--- config.mk ---
export PLATFORM = sky130hd
export DESIGN_NAME = sch_lane
export DESIGN_NICKNAME = d
export VERILOG_FILES = /design/src/hw/rtl/sch_pkg.sv /design/src/hw/rtl/sch_lane.sv
export SDC_FILE = /design/constraint.sdc
export NUM_CORES = 1
export LEC_CHECK = 0
export ABC_AREA = 0
export BUFFER_PORTS_ARGS = -buffer_cell sky130_fd_sc_hd__buf_2
export CAP_MARGIN = 20
export CORE_ASPECT_RATIO = 1.5
export CORE_MARGIN = 2
export CORE_UTILIZATION = 40
export DETAILED_ROUTE_END_ITERATION = 12
export HOLD_SLACK_MARGIN = 0.06
export PLACE_DENSITY = 0.62
export RECOVER_POWER = 100
export SLEW_MARGIN = 10
export SYNTH_ARGS = -nofsm -noshare
export SYNTH_HDL_FRONTEND = slang
export SYNTH_SLANG_ARGS = --single-unit
--- constraint.sdc ---
create_clock -name clk -period 8.5 [get_ports clk]
set_clock_uncertainty 0.15 [all_clocks]
set_input_delay 0 -clock clk [delete_from_list [all_inputs] [get_ports clk]]
set_output_delay 0 -clock clk [all_outputs]
set_load 0.03 [all_outputs]
--- src/hw/rtl/sch_pkg.sv ---
// Types, constants and the microcode table of the swept circle hit test.
package sch_pkg;

  // Quarter-wave sine polynomial coefficients, result in Q14.
  localparam logic [14:0] SIN_A = 15'd25736;
  localparam logic [14:0] SIN_B = 15'd10512;
  localparam logic [17:0] SIN_C = 18'd1160;

  // Heading resolution; low heading bits are cleared below 12 bits.
  localparam int          ANGLE_BITS = 12;
  localparam int          ANG_DROP   = (ANGLE_BITS < 12) ? 12 - ANGLE_BITS : 0;
  localparam logic [11:0] ANG_MASK   = 12'(12'hFFF << ANG_DROP);
  localparam logic [11:0] QUARTER    = 12'd1024;

  localparam int PC_W = 4;

  typedef enum logic [3:0] {
    L_NOP, L_LOAD, L_Z2, L_PB, L_PA, L_PT, L_SCALE, L_OFFS, L_SQ
  } lane_op_t;

  typedef enum logic [2:0] {
    S_NOP, S_LOAD, S_INIT, S_CMP, S_STEP, S_DONE
  } seq_op_t;

  typedef enum logic [2:0] {
    J_NONE, J_NO_IN, J_SKIP, J_HIT_OR_SLOW, J_LOOP_END, J_MISS, J_OUT_BUSY
  } jump_t;

  typedef struct packed {
    lane_op_t          lane_op;
    seq_op_t           seq_op;
    jump_t             jump;
    logic [PC_W-1:0]   target;
    logic              last;
  } ctrl_t;

  localparam logic [PC_W-1:0] PC_IDLE  = 4'd0;
  localparam logic [PC_W-1:0] PC_INIT  = 4'd1;
  localparam logic [PC_W-1:0] PC_Z2    = 4'd2;
  localparam logic [PC_W-1:0] PC_PB    = 4'd3;
  localparam logic [PC_W-1:0] PC_PA    = 4'd4;
  localparam logic [PC_W-1:0] PC_PT    = 4'd5;
  localparam logic [PC_W-1:0] PC_LOOP  = 4'd6;
  localparam logic [PC_W-1:0] PC_OFFS  = 4'd7;
  localparam logic [PC_W-1:0] PC_SQ    = 4'd8;
  localparam logic [PC_W-1:0] PC_CMP   = 4'd9;
  localparam logic [PC_W-1:0] PC_DONE  = 4'd10;

  // A taken jump goes to the target, otherwise the program falls through,
  // or returns to idle after the last word.
  function automatic ctrl_t ucode(input logic [PC_W-1:0] pc);
    ctrl_t c;
    c = '{L_NOP, S_NOP, J_NONE, PC_IDLE, 1'b0};
    unique case (pc)
      PC_IDLE: c = '{L_LOAD,  S_LOAD, J_NO_IN,       PC_IDLE, 1'b0};
      PC_INIT: c = '{L_SQ,    S_INIT, J_SKIP,        PC_DONE, 1'b0};
      PC_Z2:   c = '{L_Z2,    S_CMP,  J_HIT_OR_SLOW, PC_DONE, 1'b0};
      PC_PB:   c = '{L_PB,    S_NOP,  J_NONE,        PC_IDLE, 1'b0};
      PC_PA:   c = '{L_PA,    S_NOP,  J_NONE,        PC_IDLE, 1'b0};
      PC_PT:   c = '{L_PT,    S_NOP,  J_NONE,        PC_IDLE, 1'b0};
      PC_LOOP: c = '{L_SCALE, S_STEP, J_LOOP_END,    PC_DONE, 1'b0};
      PC_OFFS: c = '{L_OFFS,  S_NOP,  J_NONE,        PC_IDLE, 1'b0};
      PC_SQ:   c = '{L_SQ,    S_NOP,  J_NONE,        PC_IDLE, 1'b0};
      PC_CMP:  c = '{L_NOP,   S_CMP,  J_MISS,        PC_LOOP, 1'b0};
      PC_DONE: c = '{L_NOP,   S_DONE, J_OUT_BUSY,    PC_DONE, 1'b1};
      default: c.last = 1'b1;
    endcase
    return c;
  endfunction

endpackage

--- src/hw/rtl/sch_lane.sv ---
// One axis of the datapath: trig polynomial, path offset and squared distance.
module sch_lane (
  input  logic               clk,
  input  sch_pkg::lane_op_t  op,
  input  logic signed [15:0] obj_pos,
  input  logic signed [15:0] tgt_pos,
  input  logic [11:0]        angle,
  input  logic signed [12:0] step_ofs,
  output logic [32:0]        sq
);

  logic signed [16:0] diff_r;
  logic signed [17:0] pos_r;
  logic [10:0]        t_r;
  logic               neg_r;
  logic [10:0]        z_r;
  logic [14:0]        y_r;
  logic signed [15:0] trig_r;
  logic signed [27:0] prod_r;
  logic [32:0]        sq_r;

  logic signed [17:0] mul_a;
  logic signed [17:0] mul_b;
  logic signed [35:0] prod;
  logic [27:0]        mag;
  logic [27:0]        rnd;
  logic signed [17:0] offs;
  logic [14:0]        trig_mag;

  // One shared multiplier; the microcode picks its operands.
  always_comb begin
    mul_a = '0;
    mul_b = '0;
    unique case (op)
      sch_pkg::L_Z2: begin
        mul_a = $signed({7'b0, t_r});
        mul_b = $signed({7'b0, t_r});
      end
      sch_pkg::L_PB: begin
        mul_a = $signed(sch_pkg::SIN_C);
        mul_b = $signed({7'b0, z_r});
      end
      sch_pkg::L_PA: begin
        mul_a = $signed({3'b0, y_r});
        mul_b = $signed({7'b0, z_r});
      end
      sch_pkg::L_PT: begin
        mul_a = $signed({3'b0, y_r});
        mul_b = $signed({7'b0, t_r});
      end
      sch_pkg::L_SCALE: begin
        mul_a = 18'(trig_r);
        mul_b = 18'(step_ofs);
      end
      sch_pkg::L_SQ: begin
        mul_a = pos_r;
        mul_b = pos_r;
      end
      default: begin
        mul_a = '0;
        mul_b = '0;
      end
    endcase
  end

  assign prod     = mul_a * mul_b;
  assign trig_mag = prod[24:10];

  // Offset rounds half away from zero: round the magnitude, then restore the sign.
  assign mag  = prod_r[27] ? 28'(-prod_r) : 28'(prod_r);
  assign rnd  = mag + 28'd8192;
  assign offs = prod_r[27] ? -$signed({5'b0, rnd[26:14]}) : $signed({5'b0, rnd[26:14]});

  always_ff @(posedge clk) begin
    unique case (op)
      sch_pkg::L_LOAD: begin
        diff_r <= 17'(obj_pos) - 17'(tgt_pos);
        pos_r  <= 18'(obj_pos) - 18'(tgt_pos);
        t_r    <= angle[10] ? 11'(11'd1024 - {1'b0, angle[9:0]}) : {1'b0, angle[9:0]};
        neg_r  <= angle[11];
      end
      sch_pkg::L_Z2:    z_r    <= prod[20:10];
      sch_pkg::L_PB:    y_r    <= sch_pkg::SIN_B - {4'b0, prod[20:10]};
      sch_pkg::L_PA:    y_r    <= sch_pkg::SIN_A - {1'b0, prod[23:10]};
      sch_pkg::L_PT:    trig_r <= neg_r ? -$signed({1'b0, trig_mag}) : $signed({1'b0, trig_mag});
      sch_pkg::L_SCALE: prod_r <= prod[27:0];
      sch_pkg::L_OFFS:  pos_r  <= 18'(diff_r) + offs;
      sch_pkg::L_SQ:    sq_r   <= prod[32:0];
      default: ;
    endcase
  end

  assign sq = sq_r;

endmodule

Word-level counts from Yosys, hierarchy flattened
Cells that the tools add are included.

word-level totals
  register bits = 150
  logic and storage cells = 43

operators by class
  add/sub/neg operators = 10
  multipliers = 1
  eq/ne operators = 8
  multiplexer cells = 8
  reduce and logical (&&, ||, !) cells = 5

operator list
  kind                      number
  $pmux W18 S5              1
  $pmux W18 S4              1
  $pmux W18 S2              1
  $sub A16 B16 Y17          2
  $mul A18 B18 Y33          1
  $pmux W15 S2              1
  $add A27 B14 Y27 const B  1
  $mux W27                  1
  $neg A27 Y27              1
  $add A17 B18 Y18          1
  $mux W18                  1
  $neg A13 Y18              1
  $eq A4 B3 Y1 const B      4
  $neg A15 Y16              1
  $mux W15                  1
  $sub A14 B11 Y15 const A  1
  $sub A15 B14 Y15 const A  1
  $sub A11 B10 Y11 const A  1
  $mux W10                  1
  $eq A4 B2 Y1 const B      2
  $reduce_or A2 Y1          3
  $eq A4 B1 Y1 const B      1
  $eq A4 B4 Y1 const B      1
  $reduce_bool A2 Y1        2

Logic depth before layout (Yosys ltp)
Gate-level depths: netlist of run 1.

  depth in word-level cells = 7
  mapped depth = 36
  depth with buffers taken out = 33

Worst setup path before layout of run 1
No wires, ideal clock.

  kind = input to register
  start point = input op[1]
  end point = register trig_r[15], data pin
  library setup time = 259 ps
  data arrival time = 8412 ps
  data required time = 8091 ps
  slack = -321 ps
  stages = 32
  buffers on the path = 4
  path through = clkbuf_1 nand2b_1 nor3_1 or2_2 clkbuf_1 clkbuf_1 a221oi_1 clkbuf_1 nor2_1 fa_1 inv_1 fa_1 fa_1 inv_1 fa_1 fa_1 inv_1 fa_1 inv_1 ha_1 a21oi_1 o21ai_0 o22ai_1 a31oi_1 a2111oi_0 nor3_1 a21oi_1 xor2_1 inv_1 nor2_1 nand3_1 o31a_1

on the way
  longest elaborated chain between the ends = 5
  elaborated cells between the ends (all ways) = 13

RTL lines
  element                                              line            RTL
  start: declaration                                   sch_lane.sv:4   input sch_pkg::lane_op_t op,
  $eq A4 B3 Y1 / $eq A4 B2 Y1 (equally long branches)  sch_lane.sv:34  unique case (op)
  $reduce_or A2 Y1 (no line)                           -
  $pmux W18 S5 / $pmux W18 S4 (equally long branches)  sch_lane.sv:34
  $mul A18 B18 Y33 *                                   sch_lane.sv:66  assign prod = mul_a * mul_b;
  net prod[22]                                         sch_lane.sv:24  logic signed [35:0] prod;
  $neg A15 Y16 *                                       sch_lane.sv:85  sch_pkg::L_PT: trig_r <= neg_r ? -$signed({1'b0, trig_mag}) : $signed({1'b0, trig_mag});
  end signal: assignment                               sch_lane.sv:85
  end: declaration                                     sch_lane.sv:18  logic signed [15:0] trig_r;

The timed path passes the listed nets; every way through them passes the cells marked *.
A chain may end at the register's enable or synchronous reset.

Worst setup path after layout of run 1
  start point = input op[0]
  end point = register y_r[12], data pin

on the way
  longest elaborated chain between the ends = 6
  elaborated cells between the ends (all ways) = 15

RTL lines
  element                                                      line                            RTL
  $eq A4 B3 Y1 / $eq A4 B2 Y1 (equally long branches)          sch_lane.sv:34
  $reduce_or A2 Y1 (no line)                                   -
  $pmux W18 S5 / $pmux W18 S4 (equally long branches)          sch_lane.sv:34
  $mul A18 B18 Y33 *                                           sch_lane.sv:66
  net prod[17]                                                 sch_lane.sv:24
  $sub A15 B14 Y15 / $sub A14 B11 Y15 (equally long branches)  sch_lane.sv:84, sch_lane.sv:83
  $pmux W15 S2 *                                               sch_lane.sv:75                  unique case (op)
  end signal: assignment                                       sch_lane.sv:83                  sch_pkg::L_PB: y_r <= sch_pkg::SIN_B - {4'b0, prod[20:10]};
  end signal: assignment                                       sch_lane.sv:84                  sch_pkg::L_PA: y_r <= sch_pkg::SIN_A - {1'b0, prod[23:10]};
  end: declaration                                             sch_lane.sv:17                  logic [14:0] y_r;

Marks and branches as above.

==> flow_summary.json, run 1 <==
{
  "outcome": "complete, but fails checks",
  "violations": "max-capacitance violations, max-slew violations",
  "core_mm2": 0.0504,
  "synth_adder_area_share_pct": 38.0,
  "layout.nets": 2935,
  "r2r-end": "pos_r[17]",
  "ir_drop_uv": 142,
  "drive_above_1_share_pct": 11.3,
  "reg2regPathDepth": 26,
  "hold_path_class": "primary input to register",
  "final_core_util_pct": 47.1,
  "clk_pin_slew_ns": 0.07,
  "grt_max_degree": 33,
  "cts-root-buf": "clkbuf_16",
  "max_freq_mhz": 123,
  "finalCritPeriodShare_pct": 96.0,
  "p_leak_nw": 10.8,
  "synth-seq-cells": 150,
  "fin_hold_ws_ns": 0.0816,
  "cts_tree": "yes",
  "setup_viol": 0,
  "cts_made_buffers": 17,
  "netlist_top_cells_area": "fa_1 30%, edfxtp_1 22%, inv_1 7.9%",
  "synth_flop_cell": "edfxtp_1",
  "yosysWarningCount": 0,
  "yosysSeqAreaShare_pct": 22.1,
  "dieArea_mm2": 0.0528,
  "min_from": "tgt_pos[14]",
  "grt_pass1_vias": 17893,
  "relSlewSlack_pct": -33.8,
  "tightestPinTransition_ns": 2.01,
  "first_pass_iters": 5,
  "reg2reg_from": "prod_r[7]",
  "endpoint_kind": "register",
  "clock_path_buffers": 2,
  "grt_first_pass_wirelength_um": 97600,
  "synth_edf_count": 150,
  "yosysMostFrequentCell": "inv_1",
  "place_inst": 3014,
  "post_drt_wl_per_cell_um": 19.7,
  "async_flop_share_pct": 0,
  "reg2reg_setup_slack_ns": 0.54,
  "gp_congestion": 0.967,
  "synth.avg_cell_area_um2": 9.30,
  "hold_viol_final": 0,
  "syn_to_final_growth_pct": 16.7,
  "syn_nets": 2685,
  "crit_required_ns": 8.53,
  "core.rowCount": 101,
  "max-cap-violations": 1,
  "hold_depth": 5,
  "htreeDepth": 4,
  "grt_overflow": 0,
  "synth.area.mux_share_pct": 0.362,
  "start_util_pct": 40.4,
  "die_w_um": 188,
  "slew_viol_final": 31,
  "vias": 16525,
  "antenna_found_initial": 0,
  "viasPerCell": 5.29,
  "finalNonFillerCells": 3121,
  "syn_area_mm2": 0.0204,
  "io_pins": 95,
  "synthSimpleGateAreaFrac_pct": 14.5,
  "synthCells": 2189,
  "drcViolationCount": 0,
  "dpl.hpwl_um": 50800,
  "wl_um": 61500,
  "cts.sinks": 150,
  "synth_top_family_by_area": "adder cells",
  "antenna_left": 0,
  "yosys-top-cells-count": "429 x inv_1, 308 x fa_1, 295 x nand2_1",
  "powerDensity_mw_per_mm2": 126,
  "placed_cell_area_mm2": 0.0225,
  "drt_iter0_markers": 999,
  "path_class": "primary input to register",
  "synth-xor-area-share_pct": 5.24,
  "track_usage_pct": 24.2,
  "clk_latency_ns": 0.46,
  "dieHeight_um": 280,
  "final_area_mm2": 0.0238,
  "hold-path-endpoint": "diff_r[15]",
  "synth_top_area_share_pct": 30.3,
  "ys_types": 81,
  "synth_area_leader_cell": "fa_1",
  "min_period_ns": 8.16,
  "critical_path_peak_fanout": 21,
  "n_antenna_cell": 0,
  "critPathArrivalTime_ns": 8.19,
  "synth_compound_area_share_pct": 10.2,
  "start_kind": "primary input",
  "port_buffers": 94
}
[stage by stage]
step                setup WS, ns  total power [W]  setup TNS (ns)
CTS                       0.0313          0.00303               0
global placement           0.221          0.00220               0
global route            -0.00886          0.00318        -0.00953
floorplan                 0.0299          0.00175               0
detailed placement         0.115          0.00221               0
finish                     0.339          0.00300               0
[report_power, final]
group | switching (W) | internal (W) | leakage, nW
Sequential | 0.0000239 | 0.000921 | 1.38
Clock | 0.000379 | 0.000392 | 0.282
Combinational | 0.000773 | 0.000514 | 9.15
[sequential cells by signal (all words and copies together) (netlist names), 11 cells and up]
| register | flops |
|---|---|
| y_r | 15 |
| diff_r | 17 |
| trig_r | 16 |
| t_r | 11 |
| prod_r | 28 |
| sq | 33 |
| z_r | 11 |
| pos_r | 18 |
[metal layers]
metal	share of wire, %	track usage, %	vias up	wire (um)
met3	4.8	2.08	163	2930
met5	0	0	-	0
met2	51	43.0	615	31400
li1	-	-	7526	-
met4	6.8	15.0	0	4180
met1	37	28.3	8221	23000
[what timing repair did]
item                       4_1_cts  5_1_grt
hold buffers                    58        0
hold endpoints to repair        37        0
setup buffers                    0       17
gates resized for setup          0       22
setup endpoints to repair        0       27
[cells by family (layout without fill, tap and decap cells)]
family | after synthesis | in the layout
simple gates | 669 | 669
buf+inv | 511 | 774
fa+ha+maj | 434 | 434
compound gates | 297 | 297
flops | 150 | 150
xor+xnor | 121 | 121
mux | 7 | 7
[cell type report]
class                   count  area, um^2
fillers                  4760       26700
multi-input cells        1528       14000
flip-flops and latches    150        4500
repair buffers            310        2220
inverters                 432        1620
well taps                 669         837
clock buffers              17         425
clock inverters            15         153
[worst max path at each step]
stage | startpoint | to | slack (ns) | cells after the start
6_report | op[0] | y_r[12] | 0.34 | 27
5_1_grt | op[3] | sq[32] | -0.009 | 32
3_5_place_dp | op[3] | sq[32] | 0.12 | 32
4_1_cts | op[3] | sq[32] | 0.03 | 33
3_3_place_gp | op[3] | sq[32] | 0.22 | 32
2_1_floorplan | op[1] | trig_r[13] | 0.03 | 30
[cell usage in the layout (no fill, tap or decap), drive strengths merged, types with 19 or more instances in the layout]
cell	Yosys	layout
nand2	296	296
nor3	21	21
ha	126	126
a21oi	69	69
o21ai	57	57
fa	308	308
nand3	24	24
nor2	213	213
and2	19	19
xor2	32	32
clkbuf	68	71
xnor2	89	89
inv	430	439
edfxtp	150	150
dlygate4sd3	0	58
buf	11	198
[critical path: stages]
cell and delay, ns:
dlygate4sd3_1 0.58, clkbuf_4 0.23, or3b_2 0.45, a21oi_1 0.21
buf_4 0.30, a221o_1 0.54, nand2_1 0.13, fa_1 0.55
fa_1 0.44, fa_1 0.51, inv_1 0.04, ha_1 0.32
fa_1 0.55, inv_1 0.06, fa_1 0.54, inv_1 0.06
ha_1 0.27, nor4_1 0.35, clkbuf_1 0.22, a21oi_1 0.14
a31o_2 0.28, xnor2_1 0.38, clkinv_1 0.32, a21o_1 0.25
a21oi_1 0.23, xnor2_1 0.15, nor2_1 0.06
(Power assumes the default switching activity.)
==> run 2, diff against run 1 <==
CTS_BUF_LIST = sky130_fd_sc_hd__clkbuf_8 sky130_fd_sc_hd__clkbuf_16   (was default)
RECOVER_POWER = 50   (was 100)
==> flow_summary.json, run 2 (same netlist as run 1, synthesis figures left out) <==
{
  "wl_um": 61500,
  "largest_reg_flops": 33,
  "reg2reg_setup_slack_ns": 0.63,
  "setup_viol": 0,
  "slew_viol_final": 31,
  "setup_ws_ns": 0.337,
  "cts-root-buf": "clkbuf_16",
  "htreeDepth": 4,
  "io_pins": 95,
  "outcome": "complete, but fails checks",
  "fin_hold_ws_ns": 0.0732,
  "antenna_found_initial": 0,
  "p_leak_nw": 10.9,
  "endpoint_kind": "register",
  "power_frac_clock_pct": 25.6,
  "start_util_pct": 40.4,
  "hold_path_class": "primary input to register",
  "core.rowCount": 101,
  "drive_above_1_share_pct": 12.1,
  "critical_path_peak_fanout": 10,
  "crit_top_cell": "fa_1",
  "syn_to_final_growth_pct": 17.0,
  "clock_path_buffers": 2,
  "cp_slowest_cell": "a222oi_1",
  "dieHeight_um": 280,
  "final_core_util_pct": 47.2,
  "grt_first_pass_wirelength_um": 97600,
  "fillerInstances": 4745,
  "ir_drop_uv": 142,
  "grt_max_degree": 33,
  "crit_required_ns": 8.56,
  "combPwrFrac_pct": 43.2,
  "power_w": 0.00302,
  "grt_overflow": 0,
  "vias": 16553,
  "clk_latency_ns": 0.46,
  "drt_iter0_markers": 971,
  "grt_pass1_vias": 17893,
  "port_buffers": 94,
  "viasPerCell": 5.30,
  "layout.nets": 2935,
  "switching_share_pct": 39.0,
  "min_period_ns": 8.16,
  "first_pass_iters": 6,
  "max-cap-violations": 1,
  "reg2regPathDepth": 26,
  "relSlewSlack_pct": -37.0,
  "hold_depth": 4,
  "path_class": "primary input to register",
  "p_sw_w": 0.00118,
  "pre_cts_ws_ns": 0.115,
  "final_common_cell": "inv_1",
  "cts_made_buffers": 17,
  "n_antenna_cell": 0,
  "finalSetupTns_ns": 0,
  "dieArea_mm2": 0.0528,
  "finalCritPeriodShare_pct": 96.0,
  "cts_tree": "yes",
  "clk_pin_slew_ns": 0.09,
  "core_mm2": 0.0504,
  "dpl.hpwl_um": 50800,
  "post_drt_wl_per_cell_um": 19.7,
  "max_freq_mhz": 123,
  "violations": "max-capacitance violations, max-slew violations",
  "track_usage_pct": 24.2,
  "cp_slowest_stage_delay_ns": 0.58,
  "gp_congestion": 0.967,
  "powerDensity_mw_per_mm2": 127,
  "hold_viol_final": 0,
  "die_w_um": 188,
  "mostFrequentLayoutCells": "429 x inv_1, 308 x fa_1, 290 x nand2_1",
  "critPathArrivalTime_ns": 8.22,
  "start_kind": "primary input",
  "drcViolationCount": 0,
  "cts.sinks": 150,
  "p_int_w": 0.00184,
  "antenna_left": 0,
  "tightestPinTransition_ns": 2.06,
  "pwr-share-seq_pct": 31.3
}
## run 2: cell count changes in the layout (fill, tap and decap cells not counted), moves of 2 or more
cell,delta
mux2_2,+3
mux2_1,-3
buf_2,+2
buf_4,+12
clkbuf_1,-14
## run 2: final cells by class
type	instances	area, um^2	share of cell area [%]
Clock buffer	17	425	1.79
Clock inverter	15	153	0.641
Inverter	432	1620	6.81
Multi-Input combinational cell	1528	14000	58.8
Sequential cell	150	4500	18.9
Tap cell	669	837	3.51
Timing Repair Buffer	310	2270	9.53
## run 2: stage by stage
stage	cells	area (um^2)
floorplan	2189	20400
global placement	3014	22500
finish	3121	23800
global route	3121	23800
detailed placement	3014	22500
CTS	3104	23700
## run 2: what timing repair did
action / 4_1_cts / 5_1_grt
setup buffers: 0 / 17
setup endpoints to repair: 0 / 27
endpoints found under the hold margin: 37 / 0
hold buffers: 58 / 0
gates resized for setup: 0 / 22
## run 2: power by group through the flow
stage | registers (W) | clock network, W | logic, W
2_1_floorplan | 0.000958 | 0 | 0.000789
3_3_place_gp | 0.000959 | 0 | 0.00124
3_5_place_dp | 0.000959 | 0 | 0.00125
4_1_cts | 0.000943 | 0.000788 | 0.00130
5_1_grt | 0.000948 | 0.000806 | 0.00144
6_report | 0.000945 | 0.000773 | 0.00130
## run 2: critical path, delay by kind of cell
family	cells	cell delay, ns
adders and majority gates	7	3.42
AOI/OAI and AO/OA	9	2.12
buffers and inverters	8	1.37
and+or+nand+nor	7	1.17
xor gates and xnor gates	1	0.13
## run 2: per-layer routing
layer | track usage, % | part of all wire [%]
met5 | 0 | 0
met4 | 15.0 | 6.5
met3 | 2.08 | 4.7
met2 | 43.0 | 51
met1 | 28.3 | 37
## run 2: worst paths after layout
kind | from | end
worst min register to register | z_r[0] | prod_r[0]
worst max register to register | prod_r[7] | pos_r[17]
worst max-delay path | op[3] | sq[32]
worst min-delay path | step_ofs[0] | prod_r[0]
==> run 3, diff against run 2 <==
PLACE_DENSITY = default   (was 0.62)
==> flow_summary.json, run 3 (same netlist as run 1, synthesis figures left out) <==
{
  "core_mm2": 0.0504,
  "core.rowCount": 101,
  "largest_reg_flops": 33,
  "grt_pass1_vias": 17768,
  "mostFrequentLayoutCells": "429 x inv_1, 308 x fa_1, 292 x nand2_1",
  "hold_viol_final": 0,
  "critical_path_peak_fanout": 27,
  "cts_tree": "yes",
  "cts.sinks": 150,
  "tightestPinTransition_ns": 2.02,
  "viasPerCell": 5.27,
  "max_freq_mhz": 122,
  "fillerInstances": 4779,
  "finalCritPeriodShare_pct": 96.5,
  "vias": 16422,
  "io_pins": 95,
  "path_class": "primary input to register",
  "cp_slowest_stage_delay_ns": 0.59,
  "final_common_cell": "inv_1",
  "dieArea_mm2": 0.0528,
  "drt_iter0_markers": 898,
  "drive_above_1_share_pct": 11.7,
  "violations": "max-capacitance violations, max-slew violations",
  "crit_top_cell": "fa_1",
  "clock_path_buffers": 2,
  "min_period_ns": 8.20,
  "ir_drop_uv": 155,
  "dieHeight_um": 280,
  "slew_viol_final": 31,
  "dpl.hpwl_um": 51400,
  "first_pass_iters": 5,
  "clk_pin_slew_ns": 0.07,
  "relSlewSlack_pct": -34.5,
  "grt_overflow": 0,
  "grt_first_pass_wirelength_um": 97200,
  "clk_latency_ns": 0.45,
  "antenna_left": 0,
  "hold_path_class": "primary input to register",
  "final_area_mm2": 0.0239,
  "p_leak_nw": 10.9,
  "finalSetupTns_ns": 0,
  "placed_cell_area_mm2": 0.0225,
  "die_w_um": 188,
  "hold_depth": 4,
  "drcViolationCount": 0,
  "start_util_pct": 40.4,
  "track_usage_pct": 24.2,
  "powerDensity_mw_per_mm2": 126,
  "post_drt_wl_per_cell_um": 20.0,
  "layout.nets": 2931,
  "cts_made_buffers": 17,
  "reg2regPathDepth": 26,
  "grt_max_degree": 31,
  "cts-root-buf": "clkbuf_16",
  "wl_um": 62400,
  "antenna_found_initial": 0,
  "syn_to_final_growth_pct": 17.2,
  "max-cap-violations": 1,
  "rsz0062_at_grt": "no",
  "cp_slowest_cell": "dlygate4sd3_1",
  "htreeDepth": 4,
  "outcome": "complete, but fails checks",
  "port_buffers": 94,
  "gp_congestion": 0.999,
  "start_kind": "primary input",
  "critPathArrivalTime_ns": 8.25,
  "crit_required_ns": 8.55,
  "n_antenna_cell": 0,
  "endpoint_kind": "register",
  "setup_viol": 0
}
## run 3: cell count changes in the layout (fill, tap and decap cells not counted), moves of 3 or more
cell	change
buf_4	-17
a221oi_1	-5
clkbuf_1	+5
dlygate4sd3_1	+5
a221oi_2	+4
clkinv_8	+3
## run 3: cell type report
class / count / area [um^2] / share of cell area (%)
inverters: 432 / 1620 / 6.80
clock inverters: 15 / 178 / 0.745
repair buffers: 304 / 2210 / 9.27
clock buffers: 17 / 425 / 1.78
flip-flops and latches: 150 / 4500 / 18.9
multi-input cells: 1530 / 14100 / 59.0
well taps: 669 / 837 / 3.51
## run 3: path summary, 6_finish.rpt
check	start	endpoint	slack [ns]
max	op[0]	trig_r[15]	0.30
min	tgt_pos[9]	diff_r[9]	0.07
max reg2reg	prod_r[7]	pos_r[17]	0.54
min reg2reg	diff_r[0]	pos_r[0]	0.63
## run 3: repair_timing
item | 4_1_cts | 5_1_grt
setup buffers | 0 | 13
gates resized for setup | 0 | 27
endpoints found under the hold margin | 54 | 0
setup endpoints to repair | 0 | 27
hold buffers | 63 | 0
## run 3: metal layers
| metal | share of wire [%] | track usage [%] | up-vias |
|---|---|---|---|
| li1 | - | - | 7532 |
| met1 | 37 | 27.2 | 8190 |
| met2 | 54 | 45.4 | 542 |
| met3 | 4.3 | 2.19 | 158 |
| met4 | 5.2 | 11.9 | 0 |
| met5 | 0 | 0 | - |
## run 3: per-stage QoR
step / setup slack (ns) / hold slack (ns) / total power (W) / std cells / utilization (%)
5_1_grt: 0.00680 / 0.0978 / 0.00318 / 3117 / 47.3
3_3_place_gp: 0.116 / 0.0455 / 0.00218 / 3007 / 44.6
4_1_cts: 0.00670 / 0.0607 / 0.00301 / 3102 / 47.0
3_5_place_dp: 0.0770 / 0.0412 / 0.00219 / 3007 / 44.6
6_report: 0.296 / 0.0720 / 0.00301 / 3117 / 47.3
2_1_floorplan: 0.0299 / -0.0511 / 0.00175 / 2189 / -
## run 3: where the power goes
group	internal [W]	switching (W)	leakage (nW)	total, W
Sequential	0.000921	0.0000244	1.38	0.000945
Combinational	0.000519	0.000777	9.18	0.00130
Clock	0.000398	0.000373	0.296	0.000771
Total	0.00184	0.00117	10.9	0.00301
## run 3: critical path, delay by kind of cell
kind / cells / cell delay (ns)
AOI/OAI and AO/OA: 8 / 2.00
xor gates and xnor gates: 1 / 0.28
buffers and inverters: 8 / 1.52
and+or+nand+nor: 6 / 1.06
adders and majority gates: 7 / 3.33
